===== src/hw/rtl/multichannel_overwrite_ring_buffer_top_assert.svh =====
// ----------------------------------------------------------------------------
// Multichannel overwrite ring buffer - assertion macros
// Clocked implication checks used by the top module.
// ----------------------------------------------------------------------------
`ifndef MULTICHANNEL_OVERWRITE_RING_BUFFER_TOP_ASSERT_SVH
`define MULTICHANNEL_OVERWRITE_RING_BUFFER_TOP_ASSERT_SVH

// same-cycle implication
`define MCORB_ASSERT_IMP(lbl, clk, rst_n, ante, cons) \
  lbl: assert property (@(posedge clk) disable iff (!rst_n) (ante) |-> (cons)) \
    else $error("mcorb: same-cycle check failed");

// next-cycle implication
`define MCORB_ASSERT_NXT(lbl, clk, rst_n, ante, cons) \
  lbl: assert property (@(posedge clk) disable iff (!rst_n) (ante) |=> (cons)) \
    else $error("mcorb: next-cycle check failed");

`endif


===== src/hw/rtl/mcorb_adv.sv =====
// ----------------------------------------------------------------------------
// mcorb_adv
// Shared pointer unit: increment with wrap at ring length, compare.
// ----------------------------------------------------------------------------
`default_nettype none

module mcorb_adv #(
  parameter int PTR_W = 10,
  parameter int LEN_W = 11
) (
  input  wire logic [PTR_W-1:0] ptr_i,
  input  wire logic [PTR_W-1:0] other_i,
  input  wire logic [LEN_W-1:0] len_i,
  output logic      [PTR_W-1:0] next_o,
  output logic                  hit_o
);

  logic [LEN_W-1:0] inc;

  assign inc    = LEN_W'(ptr_i) + LEN_W'(1);
  assign next_o = (inc >= len_i) ? '0 : PTR_W'(inc);
  assign hit_o  = (next_o == other_i);

endmodule

`default_nettype wire


===== config.mk =====
export PLATFORM = sky130hd
export DESIGN_NAME = mcorb_adv
export DESIGN_NICKNAME = d
export VERILOG_FILES = /design/src/hw/rtl/multichannel_overwrite_ring_buffer_top_assert.svh /design/src/hw/rtl/mcorb_adv.sv
export SDC_FILE = /design/constraint.sdc
export NUM_CORES = 1
export LEC_CHECK = 0
export BUFFER_PORTS_ARGS = -buffer_cell sky130_fd_sc_hd__buf_2
export CORE_MARGIN = 1.5
export CORE_UTILIZATION = 30
export DETAILED_ROUTE_END_ITERATION = 10
export SKIP_LAST_GASP = 1
export SLEW_MARGIN = 40
export SYNTH_ARGS = -nofsm -noshare
export SYNTH_HDL_FRONTEND = slang
export SYNTH_SLANG_ARGS = --single-unit

===== constraint.sdc =====
create_clock -name vclk -period 3.9
set_clock_uncertainty 0.1 [all_clocks]
set_input_delay 0.78 -clock vclk [all_inputs]
set_output_delay 0.78 -clock vclk [all_outputs]
set_load 0.01 [all_outputs]

==> run_results.csv <==
group,metric,value,unit
status,status,"finished with violations",
status,violations,"setup timing",
cells_and_area,final_common_cell,"buf_4",
setup_path,max_stage_delay,0.48,ns
flow_run,maxCapViolCount,0,
floorplanning,coreArea,2233,um^2
cells_and_area,fin_area,1456,um^2
power_and_ir_drop,internal-power,0.00009999,W
power_and_ir_drop,clkPwrFrac,0,%
cells_and_area,seq_cells,0,
placed_design,placed_cell_area,1249,um^2
routing,drt_drc_violations_left,0,
logic_synthesis,ys_seq_area_share,0,%
cells_and_area,register_area,0,um^2
floorplanning,chipWidth,51.93,um
cells_and_area,final_nets,235,
cells_and_area,drive_above_1_share,56.84,%
power_and_ir_drop,sw_frac_of_total,45.64,%
logic_synthesis,synth_top_area_cell,"ha_1",
setup_path,critPathBufInv,4,
floorplanning,pin_count,42,
logic_synthesis,synth_area,718.2,um^2
floorplanning,row_count,17,
routing,vias,1077,
timing,fin_crit_sh,107.3,%
cells_and_area,fill_cells,203,
timing,fmax,0.2389,GHz
global_routing,grt-ovfl-total,0,
setup_path,path_class,"input pin to primary output",
power_and_ir_drop,peakVddDrop,88.23,uV
clocking,postCtsHoldBufs,0,
logic_synthesis,synth_fp_nets,155,
timing,fin_setup_tns,-0.2856,ns
timing,fin_ws,-0.2856,ns
global_routing,grt_pass1_wl,3.974,mm
timing,finalHoldViolations,0,
timing,slew_viol_final,0,
placed_design,port_buffers,42,
floorplanning,start_util,32.16,%
global_routing,grt.total_usage,18.77,%
logic_synthesis,syn_area_per_cell,6.412,um^2
routing,firstDrtPassIters,4,
timing,slew-limit-headroom,75.47,%
floorplanning,die_area,2697,um^2
setup_path,path_delay_family,"simple AND/OR/NAND/NOR gates",
logic_synthesis,yosys_warnings,0,
setup_path,cp-end-kind,"primary output",
setup_path,cp_common_cell,"o21ai_1",
timing,min_period,4.186,ns
setup_path,startpoint_type,"input pin",
logic_synthesis,synthCells,112,
setup_path,crit_chain,"buf_6 -> nand4_4 -> or4_4 -> and2_4 -> inv_4 -> ha_4 -> nand4_1 -> nor2_1 -> a211o_1 -> or2_4 -> buf_4 -> o21ai_1 -> o21ai_1 -> and4_1 -> buf_2",
setup_path,required,3.02,ns
timing,setup_viol,1,
timing,rsz0062_at_grt,"true",
hold_path,hp-class,"input pin to primary output",
routing,routed_wl,2.732,mm
routing,wl_per_cell,12.53,um
global_routing,grt_antenna_before_repair,0,
floorplanning,dieHeight,51.93,um
logic_synthesis,synthTopCellsByArea,"ha_1 21%, inv_1 9.9%, xnor2_1 9.8%",
power_and_ir_drop,power_density,126.3,nW/um^2
power_and_ir_drop,sequentialPowerShare,0,%
routing,ant_nets,0,
placed_design,dp_hpwl,2.130,mm
cells_and_area,syn_to_final_growth,102.8,%
placed_design,place_congestion,0.8370,
cells_and_area,antenna_cells,0,
logic_synthesis,netlist.area_leader.share,20.91,%
global_routing,grt_start_max_net_pins,6,
routing,dr.first_iter.drc_count,16,
global_routing,grt_pass1_vias,1023,
routing,vias_per_cell,4.940,
cells_and_area,final_cell_mix,"36 x buf_4, 33 x buf_2, 19 x inv_1, 10 x nor2_1, 9 x buf_6",
setup_path,cp_max_fo,5,
power_and_ir_drop,net-switching-power,0.00008394,W
setup_path,slowest_stage,"or4_4",
power_and_ir_drop,p_leak,0.7504,nW
timing,tightest_slew,0.3653,ns
power_and_ir_drop,combPwrFrac,100.0,%
cells_and_area,final.clkbuf_count,0,
logic_synthesis,ys_types,34,
setup_path,cp.arrival,3.31,ns
## final timing paths
kind / end / startpoint / depth (start not counted)
worst max-delay path: hit_o / ptr_i[3] / 15
worst min-delay path: next_o[0] / ptr_i[0] / 3
## final cells by class
cell class	instances	area, um^2	area share (%)
Tap cell	28	35.03	2.405
Timing Repair Buffer	79	551.8	37.89
Inverter	20	77.57	5.326
Multi-Input combinational cell	91	792.0	54.38
## timing repair
| item | in CTS | in global routing |
|---|---|---|
| resized for setup | 17 | 24 |
| buffers inserted | 2 | 3 |
| endpoints found under the setup margin | 11 | 11 |
| cloned | 1 | 0 |
| pin swaps | 8 | 3 |
## stage by stage
stage | hold slack, ns | setup WS, ns | total power, W | util [%] | instances
3_3_place_gp | 1.781 | -0.4885 | 0.0001494 | 55.91 | 212
6_report | 1.724 | -0.2856 | 0.0001839 | 65.21 | 218
2_1_floorplan | 1.508 | -0.08212 | 0.00007632 | - | 112
4_1_cts | 1.721 | -0.2588 | 0.0001661 | 59.72 | 215
3_5_place_dp | 1.788 | -0.5193 | 0.0001534 | 55.91 | 212
5_1_grt | 1.732 | -0.3870 | 0.0002001 | 65.21 | 218
## power by group through the flow
stage                     clock network (W)  logic [W]  registers [W]
after floorplan                           0  0.0000763              0
after global placement                    0   0.000149              0
after detailed placement                  0   0.000153              0
after CTS                                 0   0.000166              0
after global routing                      0   0.000200              0
final                                     0   0.000184              0
## synthesized netlist by cell type
cell type  number
a211o_1         2
a211oi_1        1
a21o_1          1
a21oi_1         3
a22oi_1         1
a31oi_1         2
and2_1          3
and2_4          1
and3_1          1
and4_1          1
buf_2           1
clkbuf_1        1
ha_1           12
inv_1          19
inv_2           1
nand2_1         3
nand3_1         5
nand4_1         3
nand4_2         1
nor2_1         18
nor2b_1         2
nor4_1          1
nor4b_1         2
nor4b_2         1
o2111a_1        1
o21ai_0         9
o21ai_1         1
o221a_2         1
o31ai_1         1
or2_0           1
or2_2           1
or4_1           1
xnor2_1         8
xor2_1          2
## per-layer routing
layer / GRT usage [%] / wire [um]
met1: 20.65 / 1085
met2: 39.45 / 1526
met3: 0.5747 / 87
met4: 2.193 / 31
met5: 0 / 0
## cells by family (layout without fill, tap and decap cells)
logic type	Yosys count	count (layout)	synth area share, %
adders and majority gates	12	12	20.91
buffers and inverters	22	99	11.67
xor gates and xnor gates	10	10	12.20
and+or+nand+nor	45	46	34.67
AOI/OAI and AO/OA	23	23	20.56
Power figures use the tool's default switching activity.
