$ cat src/hw/rtl/multichannel_overwrite_ring_buffer_top_assert.svh
// ----------------------------------------------------------------------------
// Multichannel overwrite ring buffer - assertion macros
// Clocked implication checks used by the top module.
// ----------------------------------------------------------------------------
`ifndef MULTICHANNEL_OVERWRITE_RING_BUFFER_TOP_ASSERT_SVH
`define MULTICHANNEL_OVERWRITE_RING_BUFFER_TOP_ASSERT_SVH

// same-cycle implication
`define MCORB_ASSERT_IMP(lbl, clk, rst_n, ante, cons) \
  lbl: assert property (@(posedge clk) disable iff (!rst_n) (ante) |-> (cons)) \
    else $error("mcorb: same-cycle check failed");

// next-cycle implication
`define MCORB_ASSERT_NXT(lbl, clk, rst_n, ante, cons) \
  lbl: assert property (@(posedge clk) disable iff (!rst_n) (ante) |=> (cons)) \
    else $error("mcorb: next-cycle check failed");

`endif

$ cat src/hw/rtl/mcorb_pkg.sv
// ----------------------------------------------------------------------------
// mcorb_pkg
// Types, codes and widths of the multichannel overwrite ring buffer.
// ----------------------------------------------------------------------------
`default_nettype none

package mcorb_pkg;

  localparam int DEF_MAX_CHANNELS = 8;
  localparam int DEF_MAX_DEPTH    = 1024;
  localparam int DEF_MAX_BURST    = 64;
  localparam int DEF_SAMPLE_WIDTH = 32;

  localparam int REQ_TYPE_W = 1;
  localparam int CHANNEL_W  = 3;
  localparam int SAMPLE_W   = 32;
  localparam int COUNT_W    = 7;
  localparam int STATUS_W   = 2;

  localparam int CHAN_CNT_W = 4;
  localparam int BUF_LEN_W  = 11;
  localparam int APB_AW     = 3;
  localparam int APB_DW     = 32;

  localparam logic [CHAN_CNT_W-1:0] CHAN_CNT_RST = 4'd6;
  localparam logic [BUF_LEN_W-1:0]  BUF_LEN_RST  = 11'd600;

  typedef enum logic [STATUS_W-1:0] {
    STAT_WRITE = 2'd0,
    STAT_DATA  = 2'd1,
    STAT_EMPTY = 2'd2,
    STAT_BAD   = 2'd3
  } status_e;

  typedef enum logic {
    REQ_WRITE = 1'b0,
    REQ_READ  = 1'b1
  } req_e;

  typedef enum logic {
    REG_CHAN_CNT = 1'b0,
    REG_BUF_LEN  = 1'b1
  } reg_e;

  typedef enum logic [2:0] {
    ST_IDLE,
    ST_LOOK,
    ST_WADV,
    ST_WDROP,
    ST_WRES,
    ST_RADDR,
    ST_RDATA
  } state_e;

  typedef struct packed {
    logic [CHAN_CNT_W-1:0] chan_cnt;
    logic [BUF_LEN_W-1:0]  buf_len;
    logic                  clear;
  } cfg_t;

endpackage

`default_nettype wire

$ cat src/hw/rtl/mcorb_cfg.sv
// ----------------------------------------------------------------------------
// mcorb_cfg
// APB register file: active channel count and ring length.
// ----------------------------------------------------------------------------
`default_nettype none

module mcorb_cfg (
  input  wire logic                        clk_i,
  input  wire logic                        rst_ni,
  input  wire logic                        psel_i,
  input  wire logic                        penable_i,
  input  wire logic                        pwrite_i,
  input  wire logic [mcorb_pkg::APB_AW-1:0] paddr_i,
  input  wire logic [mcorb_pkg::APB_DW-1:0] pwdata_i,
  output logic      [mcorb_pkg::APB_DW-1:0] prdata_o,
  output logic                             pready_o,
  output mcorb_pkg::cfg_t                  cfg_o
);
  import mcorb_pkg::*;

  logic [CHAN_CNT_W-1:0] chan_cnt_q, chan_cnt_d;
  logic [BUF_LEN_W-1:0]  buf_len_q, buf_len_d;
  logic                  wr_en;
  reg_e                  sel;

  assign wr_en    = psel_i & penable_i & pwrite_i;
  assign sel      = reg_e'(paddr_i[2]);
  assign pready_o = 1'b1;

  always_comb begin
    chan_cnt_d = chan_cnt_q;
    buf_len_d  = buf_len_q;
    if (wr_en) begin
      unique case (sel)
        REG_CHAN_CNT: chan_cnt_d = pwdata_i[CHAN_CNT_W-1:0];
        REG_BUF_LEN:  buf_len_d  = pwdata_i[BUF_LEN_W-1:0];
        default:      chan_cnt_d = chan_cnt_q;
      endcase
    end
  end

  always_ff @(posedge clk_i or negedge rst_ni) begin
    if (!rst_ni) begin
      chan_cnt_q <= CHAN_CNT_RST;
      buf_len_q  <= BUF_LEN_RST;
    end else begin
      chan_cnt_q <= chan_cnt_d;
      buf_len_q  <= buf_len_d;
    end
  end

  always_comb begin
    unique case (sel)
      REG_CHAN_CNT: prdata_o = APB_DW'(chan_cnt_q);
      REG_BUF_LEN:  prdata_o = APB_DW'(buf_len_q);
      default:      prdata_o = '0;
    endcase
  end

  // any write restarts every ring
  assign cfg_o.chan_cnt = chan_cnt_q;
  assign cfg_o.buf_len  = buf_len_q;
  assign cfg_o.clear    = wr_en;

endmodule

`default_nettype wire

$ cat config.mk
export PLATFORM = sky130hd
export DESIGN_NAME = mcorb_cfg
export DESIGN_NICKNAME = d
export VERILOG_FILES = /design/src/hw/rtl/multichannel_overwrite_ring_buffer_top_assert.svh /design/src/hw/rtl/mcorb_pkg.sv /design/src/hw/rtl/mcorb_cfg.sv
export SDC_FILE = /design/constraint.sdc
export NUM_CORES = 1
export LEC_CHECK = 0
export BUFFER_PORTS_ARGS = -buffer_cell sky130_fd_sc_hd__buf_2
export CAP_MARGIN = 20
export CORE_MARGIN = 2
export CORE_UTILIZATION = 35
export CTS_CLUSTER_SIZE = 24
export DETAILED_ROUTE_END_ITERATION = 8
export PLACE_DENSITY = 0.79
export SYNTH_ARGS = -nofsm -noshare
export SYNTH_HDL_FRONTEND = slang
export SYNTH_SLANG_ARGS = --single-unit
$ cat constraint.sdc
create_clock -name clk_i -period 0.8 [get_ports clk_i]
set_input_delay 0.04 -clock clk_i [delete_from_list [all_inputs] [get_ports clk_i]]
set_output_delay 0.04 -clock clk_i [all_outputs]
set_load 0.005 [all_outputs]
==> run_results.csv <==
group,metric,value,unit
critical_path,crit_required,0.76,ns
sta,fin_skew,0,ns
min_path,whs_path_depth,2,
power,p_per_area,1960,nW/um2
clock_network,cts_tree,"done",
critical_path,path_buf_inv,1,
clock_network,ctsHtreeMaxLevel,1,
floorplanning,dieArea,3000,um2
sta,rsz0062_at_grt,"true",
cells_and_area,area_delta_synth_final,59.9,%
critical_path,crit_arrival,1.09,ns
synthesis,synth_area,902,um2
status,status,"complete, but fails checks",
critical_path,cp_cell_sequence,"mux2_2 > buf_2",
critical_path,timing.rr.start,"buf_len_q[9]$_DFFE_PN1P_",
sta,drv_slew,0,
drt,drt-met1-wl,820,um
critical_path,cp_max_fo,3,
grt,first_global_vias,643,
drt,wire_per_inst,12.7,um
clock_network,clk_latency,0.27,ns
power,ir_drop,1130,uV
grt,grt_max_degree,16,
drt,drc,0,
sta,hold_viol,0,
floorplanning,coreArea,2450,um2
synthesis,ys_seq_area_frac,0.424,
placed_design,dp_hpwl,1.41,mm
drt,wl,2.14,mm
clock_network,clock-sinks,15,
floorplanning,dieHeight,54.8,um
floorplanning,num_rows,18,
synthesis,ys_top_cells_by_area,"dfrtp_1 (25%), buf_4 (19%), dfstp_2 (17%), mux2_4 (17%), mux2_2 (11%)",
placed_design,portBuffers,43,
sta,min_period,1.13,ns
clock_network,cts_buffers,3,
sta,fmax,886,MHz
placed_design,gp_congestion,0.732,
critical_path,start_kind,"flip-flop",
cells_and_area,n_antenna_cell,0,
synthesis,synth_top_area_share,0.250,
floorplanning,ioPinCount,89,
clock_network,clock-root-buffer,"clkbuf_4",
cells_and_area,fin_cells,169,
critical_path,slowest_delay,0.56,ns
critical_path,ff2ff_path_depth,3,
grt,gr-total-overflow,0,
min_path,worstHoldStart,"pwdata_i[2]",
cells_and_area,fill_cells,217,
critical_path,rrSetupSlack,-0.10,ns
floorplanning,start_util,0.367,
placed_design,placed_cells,143,
synthesis,ys_warn_count,0,
sta,layout_setup_ws,-0.328,ns
synthesis,avgSynthCellArea,12.7,um2
sta,timing.final.crit_share,1.41,
cells_and_area,mostFrequentLayoutCell,"buf_2",
cells_and_area,layout_common_cells,"buf_2 (28), buf_6 (25), conb_1 (22), mux2_4 (13), dlygate4sd3_1 (11)",
min_path,hold_class,"in -> reg",
synthesis,synth_cells,71,
status,failed_checks,"setup timing",
power,p_leak,0.780,nW
drt,wl_met2,1.15,mm
critical_path,crit_path_end_kind,"output pin",
job,drv_cap,0,
drt,top_layer,"met3",
sta,hold-worst-slack,0.0134,ns
critical_path,r2r_end,"buf_len_q[9]$_DFFE_PN1P_",
synthesis,yosysTopAreaCell,"dfrtp_1",
placed_design,dpl_worst_slack,-0.131,ns
cells_and_area,drive_gt1_frac,0.655,
grt,grt_pass1_wl,2.88,mm
clock_network,clk_path_buf_depth,2,
clock_network,path_clk_slew,0.09,ns
drt,dr_total_vias,706,
drt,first_pass_iters,2,
critical_path,cp_top_family,"flip-flops",
synthesis,ys_ff_latch,15,
sta,setup-violations-final,35,
drt,drt_iter0_markers,2,
critical_path,slowest_stage,"dfstp_2",
cells_and_area,fin_nets,180,
min_path,min_to,"buf_len_q[2]$_DFFE_PN0P_",
sta,final.setup.tns,-5.63,ns
grt,antenna_found_initial,0,
drt,postRouteAntennaNets,0,
drt,via_per_inst,4.18,
grt,grt.total_usage,0.137,
synthesis,synth.distinct_cells,12,
floorplanning,die_x,54.8,um
drt,routed-wl-met3,166,um
critical_path,critical_path_class,"reg -> out",
-- power breakdown --
part,total (mW),switching [mW],internal (mW)
logic,1.30,0.380,0.917
registers,1.11,0.129,0.977
clock network,0.427,0.234,0.193
total,2.83,0.743,2.09
-- repair_timing --
item	CTS	global route
pin swaps	6	1
resized for setup	14	19
endpoints found under the setup margin	26	33
buffers inserted	7	6
hold buffers	11	0
endpoints found under the hold margin	25	0
-- synthesized netlist by cell type (all sizes together) --
cell type / count
and3: 1
mux2: 19
conb: 2
buf: 25
and2: 7
nand4: 1
dfstp: 6
nand4b: 1
dfrtp: 9
-- kinds of logic (layout without fill, tap and decap cells) --
group / Yosys count / in the layout / synth area share
simple gates: 10 / 10 / 0.0791
mux: 19 / 19 / 0.279
buf+inv: 25 / 73 / 0.209
flops: 15 / 15 / 0.424
other cells: 2 / 22 / 0.00832
-- layout make-up --
| class | instances | area, um2 | area share |
|---|---|---|---|
| Clock buffer | 4 | 26.3 | 0.0182 |
| Tap cell | 30 | 37.5 | 0.0260 |
| Multi-Input combinational cell | 51 | 427 | 0.296 |
| Sequential cell | 15 | 383 | 0.265 |
| Timing Repair Buffer | 69 | 569 | 0.395 |
-- worst max path at each step --
| stage | start | to | slack [ns] | cells after the start |
|---|---|---|---|---|
| 3_3_place_gp | paddr_i[2] | chan_cnt_q[0]$_DFFE_PN0P_ | -0.08 | 3 |
| 4_1_cts | buf_len_q[2]$_DFFE_PN0P_ | prdata_o[2] | -0.32 | 2 |
| 2_1_floorplan | chan_cnt_q[0]$_DFFE_PN0P_ | chan_cnt_q[0]$_DFFE_PN0P_ | 0.05 | 1 |
| 6_report | buf_len_q[3]$_DFFE_PN1P_ | prdata_o[3] | -0.33 | 2 |
| 3_5_place_dp | paddr_i[2] | chan_cnt_q[3]$_DFFE_PN0P_ | -0.13 | 3 |
| 5_1_grt | buf_len_q[3]$_DFFE_PN1P_ | prdata_o[3] | -0.38 | 2 |
-- sequential cells by signal, indices dropped and copies added (netlist names) --
register    cells
buf_len_q      11
chan_cnt_q      4
-- layer usage --
| layer | vias to the layer above | GRT usage |
|---|---|---|
| met4 | 0 | 0.0375 |
| met3 | 0 | 0.0246 |
| met2 | 45 | 0.258 |
| met5 | - | 0 |
| met1 | 338 | 0.156 |
| li1 | 323 | - |
-- metrics by stage --
step	power (mW)	cell area (um2)	util
after CTS	2.58	1330	0.541
after floorplan	1.55	977	-
after detailed placement	1.84	1070	0.436
after global placement	1.82	1070	0.436
final	2.83	1440	0.588
after global routing	3.02	1440	0.588
Note: power is estimated with default switching activity, not from simulation.
