$ cat src/hw/rtl/multichannel_overwrite_ring_buffer_top_assert.svh
// ----------------------------------------------------------------------------
// Multichannel overwrite ring buffer - assertion macros
// Clocked implication checks used by the top module.
// ----------------------------------------------------------------------------
`ifndef MULTICHANNEL_OVERWRITE_RING_BUFFER_TOP_ASSERT_SVH
`define MULTICHANNEL_OVERWRITE_RING_BUFFER_TOP_ASSERT_SVH

// same-cycle implication
`define MCORB_ASSERT_IMP(lbl, clk, rst_n, ante, cons) \
  lbl: assert property (@(posedge clk) disable iff (!rst_n) (ante) |-> (cons)) \
    else $error("mcorb: same-cycle check failed");

// next-cycle implication
`define MCORB_ASSERT_NXT(lbl, clk, rst_n, ante, cons) \
  lbl: assert property (@(posedge clk) disable iff (!rst_n) (ante) |=> (cons)) \
    else $error("mcorb: next-cycle check failed");

`endif

$ cat src/hw/rtl/mcorb_pkg.sv
// ----------------------------------------------------------------------------
// mcorb_pkg
// Types, codes and widths of the multichannel overwrite ring buffer.
// ----------------------------------------------------------------------------
`default_nettype none

package mcorb_pkg;

  localparam int DEF_MAX_CHANNELS = 8;
  localparam int DEF_MAX_DEPTH    = 1024;
  localparam int DEF_MAX_BURST    = 64;
  localparam int DEF_SAMPLE_WIDTH = 32;

  localparam int REQ_TYPE_W = 1;
  localparam int CHANNEL_W  = 3;
  localparam int SAMPLE_W   = 32;
  localparam int COUNT_W    = 7;
  localparam int STATUS_W   = 2;

  localparam int CHAN_CNT_W = 4;
  localparam int BUF_LEN_W  = 11;
  localparam int APB_AW     = 3;
  localparam int APB_DW     = 32;

  localparam logic [CHAN_CNT_W-1:0] CHAN_CNT_RST = 4'd6;
  localparam logic [BUF_LEN_W-1:0]  BUF_LEN_RST  = 11'd600;

  typedef enum logic [STATUS_W-1:0] {
    STAT_WRITE = 2'd0,
    STAT_DATA  = 2'd1,
    STAT_EMPTY = 2'd2,
    STAT_BAD   = 2'd3
  } status_e;

  typedef enum logic {
    REQ_WRITE = 1'b0,
    REQ_READ  = 1'b1
  } req_e;

  typedef enum logic {
    REG_CHAN_CNT = 1'b0,
    REG_BUF_LEN  = 1'b1
  } reg_e;

  typedef enum logic [2:0] {
    ST_IDLE,
    ST_LOOK,
    ST_WADV,
    ST_WDROP,
    ST_WRES,
    ST_RADDR,
    ST_RDATA
  } state_e;

  typedef struct packed {
    logic [CHAN_CNT_W-1:0] chan_cnt;
    logic [BUF_LEN_W-1:0]  buf_len;
    logic                  clear;
  } cfg_t;

endpackage

`default_nettype wire

$ cat src/hw/rtl/mcorb_if.sv
// ----------------------------------------------------------------------------
// mcorb_if
// Request and result channels, valid/ready with payload.
// ----------------------------------------------------------------------------
`default_nettype none

interface mcorb_req_if;
  import mcorb_pkg::*;

  logic                  valid;
  logic                  ready;
  logic [REQ_TYPE_W-1:0] req_type;
  logic [CHANNEL_W-1:0]  channel;
  logic [SAMPLE_W-1:0]   sample;
  logic [COUNT_W-1:0]    max_count;

  modport source (output valid, req_type, channel, sample, max_count, input ready);
  modport sink   (input valid, req_type, channel, sample, max_count, output ready);
endinterface

interface mcorb_rsp_if;
  import mcorb_pkg::*;

  logic                valid;
  logic                ready;
  logic [STATUS_W-1:0] status;
  logic [SAMPLE_W-1:0] read_data;
  logic [COUNT_W-1:0]  read_count;
  logic                last;
  logic                loss_flag;

  modport source (output valid, status, read_data, read_count, last, loss_flag,
                  input ready);
  modport sink   (input valid, status, read_data, read_count, last, loss_flag,
                  output ready);
endinterface

`default_nettype wire

$ cat src/hw/rtl/mcorb_seq.sv
// ----------------------------------------------------------------------------
// mcorb_seq
// Request sequencer: channel pointers, loss flags and result register.
// ----------------------------------------------------------------------------
`default_nettype none

module mcorb_seq #(
  parameter int MAX_CHANNELS = mcorb_pkg::DEF_MAX_CHANNELS,
  parameter int MAX_DEPTH    = mcorb_pkg::DEF_MAX_DEPTH,
  parameter int MAX_BURST    = mcorb_pkg::DEF_MAX_BURST,
  parameter int SAMPLE_WIDTH = mcorb_pkg::DEF_SAMPLE_WIDTH,
  localparam int CH_W   = (MAX_CHANNELS > 1) ? $clog2(MAX_CHANNELS) : 1,
  localparam int PTR_W  = $clog2(MAX_DEPTH),
  localparam int LEN_W  = $clog2(MAX_DEPTH + 1),
  localparam int ADDR_W = CH_W + PTR_W
) (
  input  wire logic                    clk_i,
  input  wire logic                    rst_ni,
  input  wire mcorb_pkg::cfg_t         cfg_i,
  mcorb_req_if.sink                    req_i,
  mcorb_rsp_if.source                  rsp_o,
  output logic      [PTR_W-1:0]        adv_ptr_o,
  output logic      [PTR_W-1:0]        adv_other_o,
  output logic      [LEN_W-1:0]        adv_len_o,
  input  wire logic [PTR_W-1:0]        adv_next_i,
  input  wire logic                    adv_hit_i,
  output logic                         mem_we_o,
  output logic      [ADDR_W-1:0]       mem_waddr_o,
  output logic      [SAMPLE_WIDTH-1:0] mem_wdata_o,
  output logic                         mem_re_o,
  output logic      [ADDR_W-1:0]       mem_raddr_o,
  input  wire logic [SAMPLE_WIDTH-1:0] mem_rdata_i
);
  import mcorb_pkg::*;

  state_e               state_q, state_d;
  logic [CHANNEL_W-1:0] ch_q, ch_d;
  req_e                 type_q, type_d;
  logic [SAMPLE_W-1:0]  sample_q, sample_d;
  logic [COUNT_W-1:0]   want_q, want_d;
  logic [COUNT_W-1:0]   n_q, n_d;
  logic [PTR_W-1:0]     wpw_q, wpw_d;
  logic [PTR_W-1:0]     rpw_q, rpw_d;
  logic                 hit_q, hit_d;

  logic [PTR_W-1:0]     wptr_q [MAX_CHANNELS];
  logic [PTR_W-1:0]     wptr_d [MAX_CHANNELS];
  logic [PTR_W-1:0]     rptr_q [MAX_CHANNELS];
  logic [PTR_W-1:0]     rptr_d [MAX_CHANNELS];
  logic                 ovf_q  [MAX_CHANNELS];
  logic                 ovf_d  [MAX_CHANNELS];

  logic                 ovalid_q, ovalid_d;
  status_e              ostat_q, ostat_d;
  logic [SAMPLE_W-1:0]  odata_q, odata_d;
  logic [COUNT_W-1:0]   ocnt_q, ocnt_d;
  logic                 olast_q, olast_d;
  logic                 oloss_q, oloss_d;

  logic                 emit;
  status_e              e_stat;
  logic [SAMPLE_W-1:0]  e_data;
  logic [COUNT_W-1:0]   e_cnt;
  logic                 e_last;
  logic                 e_loss;

  logic [CH_W-1:0]      ci;
  logic [31:0]          ch_ext;
  logic [31:0]          cc_ext;
  logic [31:0]          act_ch;
  logic [31:0]          bl_ext;
  logic [31:0]          mc_ext;
  logic [COUNT_W-1:0]   want_sat;
  logic                 bad;
  logic                 out_free;
  logic                 rd_last;

  assign ci     = CH_W'(ch_q);
  assign ch_ext = 32'(ch_q);
  assign cc_ext = 32'(cfg_i.chan_cnt);
  assign act_ch = (cc_ext > 32'(MAX_CHANNELS)) ? 32'(MAX_CHANNELS) : cc_ext;
  assign bad    = (ch_ext >= act_ch) || (ch_ext >= 32'(MAX_CHANNELS));

  assign bl_ext    = 32'(cfg_i.buf_len);
  assign adv_len_o = (bl_ext < 32'd2)              ? LEN_W'(2) :
                     (bl_ext > 32'(MAX_DEPTH))     ? LEN_W'(MAX_DEPTH) :
                                                     LEN_W'(cfg_i.buf_len);

  assign mc_ext   = 32'(req_i.max_count);
  assign want_sat = (mc_ext == 32'd0)            ? COUNT_W'(1) :
                    (mc_ext > 32'(MAX_BURST))    ? COUNT_W'(MAX_BURST) :
                                                   req_i.max_count;

  // the shared unit advances the write pointer only while in ST_WADV
  assign adv_ptr_o   = (state_q == ST_WADV) ? wpw_q : rpw_q;
  assign adv_other_o = (state_q == ST_WADV) ? rpw_q : wpw_q;

  assign out_free = !ovalid_q || rsp_o.ready;
  assign rd_last  = hit_q || (n_q == want_q);

  assign req_i.ready = (state_q == ST_IDLE);

  assign mem_waddr_o = {ci, wptr_q[ci]};
  assign mem_wdata_o = SAMPLE_WIDTH'(sample_q);
  assign mem_raddr_o = {ci, rpw_q};

  always_comb begin
    state_d  = state_q;
    ch_d     = ch_q;
    type_d   = type_q;
    sample_d = sample_q;
    want_d   = want_q;
    n_d      = n_q;
    wpw_d    = wpw_q;
    rpw_d    = rpw_q;
    hit_d    = hit_q;
    wptr_d   = wptr_q;
    rptr_d   = rptr_q;
    ovf_d    = ovf_q;
    emit     = 1'b0;
    e_stat   = STAT_WRITE;
    e_data   = '0;
    e_cnt    = '0;
    e_last   = 1'b1;
    e_loss   = 1'b0;
    mem_we_o = 1'b0;
    mem_re_o = 1'b0;

    unique case (state_q)
      ST_IDLE: begin
        if (req_i.valid) begin
          ch_d     = req_i.channel;
          type_d   = req_e'(req_i.req_type);
          sample_d = req_i.sample;
          want_d   = want_sat;
          n_d      = '0;
          state_d  = ST_LOOK;
        end
      end
      ST_LOOK: begin
        if (bad) begin
          if (out_free) begin
            emit    = 1'b1;
            e_stat  = STAT_BAD;
            state_d = ST_IDLE;
          end
        end else begin
          wpw_d = wptr_q[ci];
          rpw_d = rptr_q[ci];
          if (type_q == REQ_WRITE) begin
            mem_we_o = 1'b1;
            state_d  = ST_WADV;
          end else if (wptr_q[ci] == rptr_q[ci]) begin
            if (out_free) begin
              emit    = 1'b1;
              e_stat  = STAT_EMPTY;
              e_loss  = ovf_q[ci];
              state_d = ST_IDLE;
            end
          end else begin
            state_d = ST_RADDR;
          end
        end
      end
      ST_WADV: begin
        wpw_d   = adv_next_i;
        state_d = adv_hit_i ? ST_WDROP : ST_WRES;
      end
      ST_WDROP: begin
        // ring full: drop the oldest sample
        rpw_d     = adv_next_i;
        ovf_d[ci] = 1'b1;
        state_d   = ST_WRES;
      end
      ST_WRES: begin
        if (out_free) begin
          wptr_d[ci] = wpw_q;
          rptr_d[ci] = rpw_q;
          emit       = 1'b1;
          e_stat     = STAT_WRITE;
          e_loss     = ovf_q[ci];
          state_d    = ST_IDLE;
        end
      end
      ST_RADDR: begin
        mem_re_o = 1'b1;
        rpw_d    = adv_next_i;
        hit_d    = adv_hit_i;
        n_d      = n_q + COUNT_W'(1);
        state_d  = ST_RDATA;
      end
      ST_RDATA: begin
        if (out_free) begin
          emit   = 1'b1;
          e_stat = STAT_DATA;
          e_data = SAMPLE_W'(mem_rdata_i);
          e_cnt  = n_q;
          e_last = rd_last;
          e_loss = ovf_q[ci];
          if (rd_last) begin
            rptr_d[ci] = rpw_q;
            state_d    = ST_IDLE;
          end else begin
            state_d = ST_RADDR;
          end
        end
      end
      default: state_d = ST_IDLE;
    endcase

    if (cfg_i.clear) begin
      for (int i = 0; i < MAX_CHANNELS; i++) begin
        wptr_d[i] = '0;
        rptr_d[i] = '0;
        ovf_d[i]  = 1'b0;
      end
    end
  end

  always_comb begin
    ovalid_d = emit ? 1'b1 : (ovalid_q && !rsp_o.ready);
    ostat_d  = emit ? e_stat : ostat_q;
    odata_d  = emit ? e_data : odata_q;
    ocnt_d   = emit ? e_cnt  : ocnt_q;
    olast_d  = emit ? e_last : olast_q;
    oloss_d  = emit ? e_loss : oloss_q;
  end

  always_ff @(posedge clk_i or negedge rst_ni) begin
    if (!rst_ni) begin
      state_q  <= ST_IDLE;
      ovalid_q <= 1'b0;
      for (int i = 0; i < MAX_CHANNELS; i++) begin
        wptr_q[i] <= '0;
        rptr_q[i] <= '0;
        ovf_q[i]  <= 1'b0;
      end
    end else begin
      state_q  <= state_d;
      ovalid_q <= ovalid_d;
      wptr_q   <= wptr_d;
      rptr_q   <= rptr_d;
      ovf_q    <= ovf_d;
    end
  end

  always_ff @(posedge clk_i) begin
    ch_q     <= ch_d;
    type_q   <= type_d;
    sample_q <= sample_d;
    want_q   <= want_d;
    n_q      <= n_d;
    wpw_q    <= wpw_d;
    rpw_q    <= rpw_d;
    hit_q    <= hit_d;
    ostat_q  <= ostat_d;
    odata_q  <= odata_d;
    ocnt_q   <= ocnt_d;
    olast_q  <= olast_d;
    oloss_q  <= oloss_d;
  end

  assign rsp_o.valid      = ovalid_q;
  assign rsp_o.status     = ostat_q;
  assign rsp_o.read_data  = odata_q;
  assign rsp_o.read_count = ocnt_q;
  assign rsp_o.last       = olast_q;
  assign rsp_o.loss_flag  = oloss_q;

endmodule

`default_nettype wire

$ cat src/flat_wrapper.sv
// flat-port wrapper written by rule: the top's interface ports become plain ports
module mcorb_seq_flat import mcorb_pkg::*;
#(
  parameter int MAX_CHANNELS = mcorb_pkg::DEF_MAX_CHANNELS,
  parameter int MAX_DEPTH    = mcorb_pkg::DEF_MAX_DEPTH,
  parameter int MAX_BURST    = mcorb_pkg::DEF_MAX_BURST,
  parameter int SAMPLE_WIDTH = mcorb_pkg::DEF_SAMPLE_WIDTH,
  localparam int CH_W   = (MAX_CHANNELS > 1) ? $clog2(MAX_CHANNELS) : 1,
  localparam int PTR_W  = $clog2(MAX_DEPTH),
  localparam int LEN_W  = $clog2(MAX_DEPTH + 1),
  localparam int ADDR_W = CH_W + PTR_W
)
  (clk_i, rst_ni, cfg_i, adv_ptr_o, adv_other_o, adv_len_o, adv_next_i, adv_hit_i, mem_we_o, mem_waddr_o, mem_wdata_o, mem_re_o, mem_raddr_o, mem_rdata_i, req_i_valid, req_i_req_type, req_i_channel, req_i_sample, req_i_max_count, req_i_ready, rsp_o_valid, rsp_o_status, rsp_o_read_data, rsp_o_read_count, rsp_o_last, rsp_o_loss_flag, rsp_o_ready);
  mcorb_req_if req_i_i ();
  mcorb_rsp_if rsp_o_i ();
  input  wire logic clk_i;
  input  wire logic rst_ni;
  input  wire mcorb_pkg::cfg_t cfg_i;
  output logic      [PTR_W-1:0] adv_ptr_o;
  output logic      [PTR_W-1:0] adv_other_o;
  output logic      [LEN_W-1:0] adv_len_o;
  input  wire logic [PTR_W-1:0] adv_next_i;
  input  wire logic adv_hit_i;
  output logic mem_we_o;
  output logic      [ADDR_W-1:0] mem_waddr_o;
  output logic      [SAMPLE_WIDTH-1:0] mem_wdata_o;
  output logic mem_re_o;
  output logic      [ADDR_W-1:0] mem_raddr_o;
  input  wire logic [SAMPLE_WIDTH-1:0] mem_rdata_i;
  input wire logic [$bits(req_i_i.valid)-1:0] req_i_valid;
  input wire logic [$bits(req_i_i.req_type)-1:0] req_i_req_type;
  input wire logic [$bits(req_i_i.channel)-1:0] req_i_channel;
  input wire logic [$bits(req_i_i.sample)-1:0] req_i_sample;
  input wire logic [$bits(req_i_i.max_count)-1:0] req_i_max_count;
  output wire logic [$bits(req_i_i.ready)-1:0] req_i_ready;
  output wire logic [$bits(rsp_o_i.valid)-1:0] rsp_o_valid;
  output wire logic [$bits(rsp_o_i.status)-1:0] rsp_o_status;
  output wire logic [$bits(rsp_o_i.read_data)-1:0] rsp_o_read_data;
  output wire logic [$bits(rsp_o_i.read_count)-1:0] rsp_o_read_count;
  output wire logic [$bits(rsp_o_i.last)-1:0] rsp_o_last;
  output wire logic [$bits(rsp_o_i.loss_flag)-1:0] rsp_o_loss_flag;
  input wire logic [$bits(rsp_o_i.ready)-1:0] rsp_o_ready;
  assign req_i_i.valid = req_i_valid;
  assign req_i_i.req_type = req_i_req_type;
  assign req_i_i.channel = req_i_channel;
  assign req_i_i.sample = req_i_sample;
  assign req_i_i.max_count = req_i_max_count;
  assign req_i_ready = req_i_i.ready;
  assign rsp_o_valid = rsp_o_i.valid;
  assign rsp_o_status = rsp_o_i.status;
  assign rsp_o_read_data = rsp_o_i.read_data;
  assign rsp_o_read_count = rsp_o_i.read_count;
  assign rsp_o_last = rsp_o_i.last;
  assign rsp_o_loss_flag = rsp_o_i.loss_flag;
  assign rsp_o_i.ready = rsp_o_ready;
  mcorb_seq #(.MAX_CHANNELS(MAX_CHANNELS), .MAX_DEPTH(MAX_DEPTH), .MAX_BURST(MAX_BURST), .SAMPLE_WIDTH(SAMPLE_WIDTH)) u_core (.clk_i(clk_i), .rst_ni(rst_ni), .cfg_i(cfg_i), .req_i(req_i_i), .rsp_o(rsp_o_i), .adv_ptr_o(adv_ptr_o), .adv_other_o(adv_other_o), .adv_len_o(adv_len_o), .adv_next_i(adv_next_i), .adv_hit_i(adv_hit_i), .mem_we_o(mem_we_o), .mem_waddr_o(mem_waddr_o), .mem_wdata_o(mem_wdata_o), .mem_re_o(mem_re_o), .mem_raddr_o(mem_raddr_o), .mem_rdata_i(mem_rdata_i));
endmodule
$ cat config.mk
export PLATFORM = sky130hd
export DESIGN_NAME = mcorb_seq_flat
export DESIGN_NICKNAME = d
export VERILOG_FILES = /design/src/hw/rtl/multichannel_overwrite_ring_buffer_top_assert.svh /design/src/hw/rtl/mcorb_pkg.sv /design/src/hw/rtl/mcorb_if.sv /design/src/hw/rtl/mcorb_seq.sv /design/src/flat_wrapper.sv
export SDC_FILE = /design/constraint.sdc
export NUM_CORES = 1
export LEC_CHECK = 0
export BUFFER_PORTS_ARGS = -buffer_cell sky130_fd_sc_hd__buf_2
export CORE_ASPECT_RATIO = 0.5
export CORE_MARGIN = 1
export CORE_UTILIZATION = 45
export CTS_CLUSTER_DIAMETER = 150
export DETAILED_ROUTE_END_ITERATION = 10
export GPL_ROUTABILITY_DRIVEN = 0
export HOLD_SLACK_MARGIN = 0.05
export PLACE_DENSITY = 0.67
export SETUP_SLACK_MARGIN = 0.4
export SLEW_MARGIN = 20
export SYNTH_ARGS = -nofsm -noshare
export SYNTH_HDL_FRONTEND = slang
export SYNTH_SLANG_ARGS = --single-unit
$ cat constraint.sdc
create_clock -name clk_i -period 5.2 [get_ports clk_i]
set_input_delay 0.26 -clock clk_i [delete_from_list [all_inputs] [get_ports clk_i]]
set_output_delay 0.26 -clock clk_i [all_outputs]
set_load 0.05 [all_outputs]
==> flow_summary.yaml, run 1 <==
layout:
  layout-drive-gt1-share: 0.2821
  seq_area_sq_um: 7727
  n_fill_cell: 2280
  layout.cells.non_filler: 1731
  final_common_cell: "buf_2"
  final_nets: 1437
  multiInputGateArea_sq_um: 4664
  fin_area_sq_um: 15910
  area_growth_pct: 24.97
  mostFrequentLayoutCells: "240 x buf_2, 172 x dfrtp_1, 131 x nand2_1"
timing:
  finalSetupViolCount: 0
  hold_viol_final: 0
  fmax_ghz: 0.2275
  tightest_slew_ps: 1246
  tns_ps: 0
  final.min_clock_period_ps: 4395
  clock_skew_ps: 46.75
  rsz0062_at_grt: "false"
  slew_headroom: 0.1640
  slew_viol_final: 0
  period_share: 0.8452
synthesis:
  synth_cell_type_count: 58
  async_reset_ff_frac: 0.6014
  yosys_most_used_dff: "dfrtp_1"
  synth_seq_cells: 286
  synth_area_leaders: "dfrtp_1 34%, edfxtp_1 27%, a22o_1 5.7%"
  synth_area_leader_cell: "dfrtp_1"
  avgSynthCellArea_sq_um: 12.57
  ys_warn_count: 0
  synth_nets: 1123
  synth_edf_count: 114
  syn-instance-count: 1013
  syn_area_sq_um: 12730
  synth_top_area_frac: 0.3381
  seq_area_frac_synth: 0.6070
clock_tree:
  post_cts_buffers: 0
  clk_pin_slew_ps: 70
  cts_num_sinks: 286
  clk-insertion-delay-late_ps: 570
  cts_tree: "yes"
  htree_levels: 1
  root_buffer: "clkbuf_16"
  cts_resized: 0
  cts_inserted_buffers: 26
  clock_path_buffers: 3
floorplan:
  io_pins: 242
  fp.dieW_um: 239.9
  dieArea_sq_um: 29010
  rows: 43
  fp.coreArea_sq_um: 27760
  die_y_um: 120.9
  start_util: 0.4585
grt:
  grt_use_total: 0.2719
  met1_usage: 0.3850
  antenna_found_initial: 1
  busiest_layer: "met2"
  grt_max_degree: 65
  grt_pass1_vias: 9976
  gr-usage-met2: 0.4098
  use_met3: 0.07643
  grt_pass1_wl_um: 59370
  grt-ovfl-total: 0
route:
  num_vias: 10050
  drt-pass1-iter-count: 6
  ant_nets: 0
  first_iter_violations: 1046
  avgRoutedWirePerCell_um: 22.74
  routed_via_density: 5.805
  routed_wl_um: 39360
  drc: 0
power:
  peakVddDrop_v: 0.0002921
  leakage_nw: 7.022
  power_density_nw_per_um2: 503.3
worst_setup_path:
  crit_type: "flop to flop"
  path_max_fanout: 24
  required_ps: 5420
  worst_path_largest_cell_delay_ps: 810
  r2r_end: "u_core.rsp_o.read_data[9]"
  crit_chain: "mux4_2 -> mux2i_1 -> xnor2_1 -> nand3_1 -> nor4_4 -> nand4_2 -> o211ai_4 -> buf_4"
  rrSetupSlack_ps: 800
  r2r.worst_path.cells: 8
  end_kind: "flop"
  arrival_ps: 4620
  r2r_start: "u_core.ch_q[1]"
  slowest_stage: "edfxtp_1"
  crit_path_end: "u_core.rsp_o.read_data[9]"
  startpoint: "u_core.ch_q[1]"
  cp-start-kind: "flop"
placement:
  dp_cells: 1596
  placed_cell_area_sq_um: 14230
  dpl.hpwl_um: 26420
  place.port_buffers: 241
hold_path:
  hold_class: "primary input to flop"
status:
  outcome: "finished, final reports clean"
run:
  cap_violations: 0
## report_power, final
group | switching [mW] | internal (mW)
Combinational | 2.21 | 0.733
Sequential | 0.374 | 2.84
Clock | 0.855 | 0.991
## registers in the layout, summed over array words and instances (netlist names), 2 cells and up
register,count
u_core.rsp_o.read_count,7
u_core.wpw_q,10
u_core.state_q,3
u_core.wptr_q,80
u_core.ovf_q,8
u_core.rsp_o.read_data,32
u_core.n_q,7
u_core.mem_wdata_o,32
u_core.ch_q,3
u_core.want_q,7
u_core.rptr_q,80
u_core.rpw_q,10
u_core.rsp_o.status,2
## repair_timing
| item | CTS | global route |
|---|---|---|
| endpoints found under the hold margin | 151 | 0 |
| hold buffers | 85 | 0 |
| setup endpoints to repair | 0 | 0 |
## cell type report
class	count	share of cell area
flip-flops and latches	286	0.4858
multi-input cells	659	0.2932
repair buffers	343	0.1377
clock buffers	34	0.04342
well taps	382	0.03005
clock inverters	14	0.006764
inverters	11	0.002753
diodes	2	0.0003146
## worst min-delay path by stage
stage,cells past startpoint,startpoint,to,slack (ps)
3_3_place_gp,1,rst_ni,u_core.rptr_q[79],280
5_1_grt,3,adv_next_i[6],u_core.rpw_q[6],80
3_5_place_dp,1,rst_ni,u_core.rptr_q[79],280
6_report,3,adv_next_i[6],u_core.rpw_q[6],90
4_1_cts,2,req_i_max_count[2],u_core.want_q[2],60
2_1_floorplan,0,rst_ni,u_core.ovf_q[0],-40
## metrics by stage
stage,hold WS [ps],utilization,total power [mW],setup WS (ps)
6_report,94.35,0.5730,8.007,804.9
5_1_grt,78.77,0.5729,8.318,634.1
4_1_cts,63.83,0.5720,7.995,852.5
3_5_place_dp,284.5,0.5126,6.094,912.9
3_3_place_gp,278.6,0.5124,6.057,976.6
2_1_floorplan,-35.59,-,5.279,906.7
## cell usage after synthesis (all sizes together), types with 15 or more instances
library cell and n:
a21oi 21, a22o 83, and2 44, buf 32, clkbuf 25, dfrtp 172
edfxtp 114, mux2 32, mux2i 32, mux4 25, nand2 131, nor2 50
nor2b 15, o21ai 114, xor2 16
## cells by family (layout without fill, tap and decap cells)
group,after synthesis,after routing,synth area share
compound gates,256,256,0.1374
xor+xnor,26,26,0.01789
fa+ha+maj,4,4,0.003932
buf+inv,68,402,0.02968
flops,286,286,0.6070
mux,89,89,0.09770
other cells,0,2,0
simple gates,284,284,0.1064
## critical path, delay by kind of cell, from the launching register on
kind	cells	cell delay, ps
buffers and inverters	1	360
muxes	2	1050
DFF	1	810
and+or+nand+nor	3	870
xor gates and xnor gates	1	210
AOI/OAI and AO/OA	1	750
## routing by layer
| layer | share of wire | vias up |
|---|---|---|
| met2 | 0.45 | 638 |
| met5 | 0 | - |
| met3 | 0.11 | 79 |
| met4 | 0.024 | 0 |
| met1 | 0.41 | 4981 |
| li1 | - | 4351 |
(Power assumes the default switching activity.)
==> inputs of run 2 (changes only) <==
Settings changed: ABC_AREA set to 1.
Clock period 5.2 ns to 4.5 ns, I/O delays scaled along.
==> flow_summary.yaml, run 2 <==
status:
  outcome: "finished, final reports clean"
synthesis:
  synth-adder-area-share: 0.003786
  seq_area_frac_synth: 0.5846
  synth_edf_count: 114
  yosys.area_share.simple: 0.1666
  synth-compound-area-share: 0.1277
  synth_most_common_cell: "nand2_1"
  async_reset_ff_frac: 0.6014
  syn-instance-count: 1470
  synth_cell_type_count: 39
  synth_top_family_by_area: "simple AND/OR/NAND/NOR gates"
  synth_seq_cells: 286
  ys_warn_count: 0
  yosys_most_used_dff: "dfrtp_1"
  synth.top_cells.by_count: "330 x nand2_1, 291 x inv_1, 172 x dfrtp_1"
  synth-xor-area-share: 0.004638
  synth_area_leaders: "dfrtp_1 33%, edfxtp_1 26%, nand2_1 9.4%"
  avgSynthCellArea_sq_um: 8.992
  synth_area_leader_cell: "dfrtp_1"
  synth.area.mux_share: 0
  syn_area_sq_um: 13220
  synth_nets: 1580
  synth_top_area_frac: 0.3256
grt:
  grt_use_total: 0.2642
  grt_pass1_vias: 10680
  grt-ovfl-total: 0
  grt_max_degree: 117
  antenna_found_initial: 0
  grt_pass1_wl_um: 61110
route:
  first_iter_violations: 1268
  drt-pass1-iter-count: 5
  routed_via_density: 5.192
  avgRoutedWirePerCell_um: 18.34
  num_vias: 11350
  ant_nets: 0
  drc: 0
  routed_wl_um: 40120
timing:
  final.min_clock_period_ps: 3515
  tns_ps: 0
  clock_skew_ps: 11.58
  slew_headroom: 0.2880
  slew_viol_final: 0
  tightest_slew_ps: 1061
  hold_viol_final: 0
  rsz0062_at_grt: "false"
  finalSetupViolCount: 0
  worst_slack_ps: 984.7
  fmax_ghz: 0.2845
  whs_ps: 148.7
  period_share: 0.7812
layout:
  area_growth_pct: 25.06
  layout.cells.non_filler: 2187
  mostFrequentLayoutCells: "330 x nand2_1, 291 x inv_1, 240 x buf_2"
  final_nets: 1895
  final_common_cell: "nand2_1"
  layout-drive-gt1-share: 0.1850
  final_util: 0.5841
  n_fill_cell: 2466
  fin_area_sq_um: 16530
  antennaDiodeCount: 0
  reg.largest.list: "u_core.rptr_q (80), u_core.wptr_q (80)"
clock_tree:
  cts_tree: "yes"
  cts_resized: 0
  root_buffer: "clkbuf_16"
  cts_inserted_buffers: 26
  htree_levels: 1
  clock_path_buffers: 3
  cts_num_sinks: 286
  clk_pin_slew_ps: 70
  clk-insertion-delay-late_ps: 540
worst_setup_path:
  startpoint: "u_core.ch_q[1]"
  arrival_ps: 3690
  path_max_fanout: 43
  rrSetupSlack_ps: 980
  r2r_start: "u_core.ch_q[1]"
  end_kind: "flop"
  crit_type: "flop to flop"
  required_ps: 4670
  cp-start-kind: "flop"
placement:
  pre_cts_ws_ps: 1036
  placed_cell_area_sq_um: 14750
  dpl.hpwl_um: 26210
  dp_cells: 2051
  place.port_buffers: 241
run:
  cap_violations: 0
hold_path:
  hold_class: "primary input to flop"
  min-delay-start: "rsp_o_ready"
floorplan:
  fp.coreArea_sq_um: 28300
  fp.dieW_um: 244.4
  start_util: 0.4671
  io_pins: 242
  dieArea_sq_um: 30100
  rows: 43
  die_y_um: 123.2
power:
  peakVddDrop_v: 0.0003357
  leakage_nw: 7.833
  power_density_nw_per_um2: 567.7
  p_total_mw: 9.384
==> run 2: cell count changes after synthesis, sizes merged, moves of 14 or more <==
| cell | before | now |
|---|---|---|
| nand3 | 14 | 61 |
| nor2 | 50 | 112 |
| nor2b | 15 | 1 |
| mux4 | 25 | 0 |
| mux2i | 32 | 0 |
| inv | 11 | 299 |
| nand2 | 131 | 331 |
| and2 | 44 | 0 |
| o22ai | 0 | 162 |
| o21ai | 114 | 73 |
| a22o | 83 | 0 |
| mux2 | 32 | 0 |
==> run 2: layer usage <==
layer / routed length [um] / track usage
met5: 0 / 0
met4: 1321 / 0.09453
met3: 3437 / 0.04797
met2: 18300 / 0.4123
met1: 17060 / 0.3729
==> run 2: cells by family after synthesis <==
group,Yosys count
flops,286
fa+ha+maj,4
buf+inv,363
compound gates,277
simple gates,533
xor+xnor,7
==> run 2: final timing paths <==
kind,endpoint,depth (start not counted)
max,u_core.rsp_o.read_data[21],13
min,u_core.state_q[0],6
max reg2reg,u_core.rsp_o.read_data[21],13
min reg2reg,u_core.ovf_q[7],2
max in group asynchronous,u_core.rptr_q[31],3
min in group asynchronous,u_core.wptr_q[73],2
==> run 2: timing repair <==
| action | CTS | global route |
|---|---|---|
| hold endpoints to repair | 192 | 0 |
| buffers inserted | 0 | 0 |
| hold buffers | 88 | 0 |
==> run 2: cell type report <==
class	instances	area [sq um]	area share
multi-input combinational	821	4023	0.2434
clock inverter	6	83.83	0.005072
sequential	286	7727	0.4675
timing repair buffer	346	2258	0.1366
tap	382	478.0	0.02892
inverter	304	1145	0.06926
clock buffer	42	814.5	0.04928
==> run 2: critical path: stages, from the launching register on <==
cell and delay [ps]:
edfxtp_1 830, inv_2 210, nor2_4 460, nand3_1 140, nand2_1 100, nor2_1 80
o21ai_1 90, nand2_1 60, inv_1 60, nand4_1 100, nor3_2 180, nand4_1 210
nand3_2 110, buf_4 460
==> run 2: report_power, final <==
group,internal (mW),switching (mW),leakage (nW),total [mW]
Clock,1.36,0.986,0.443,2.34
Sequential,3.24,0.262,3.47,3.50
Combinational,0.740,2.80,3.92,3.54
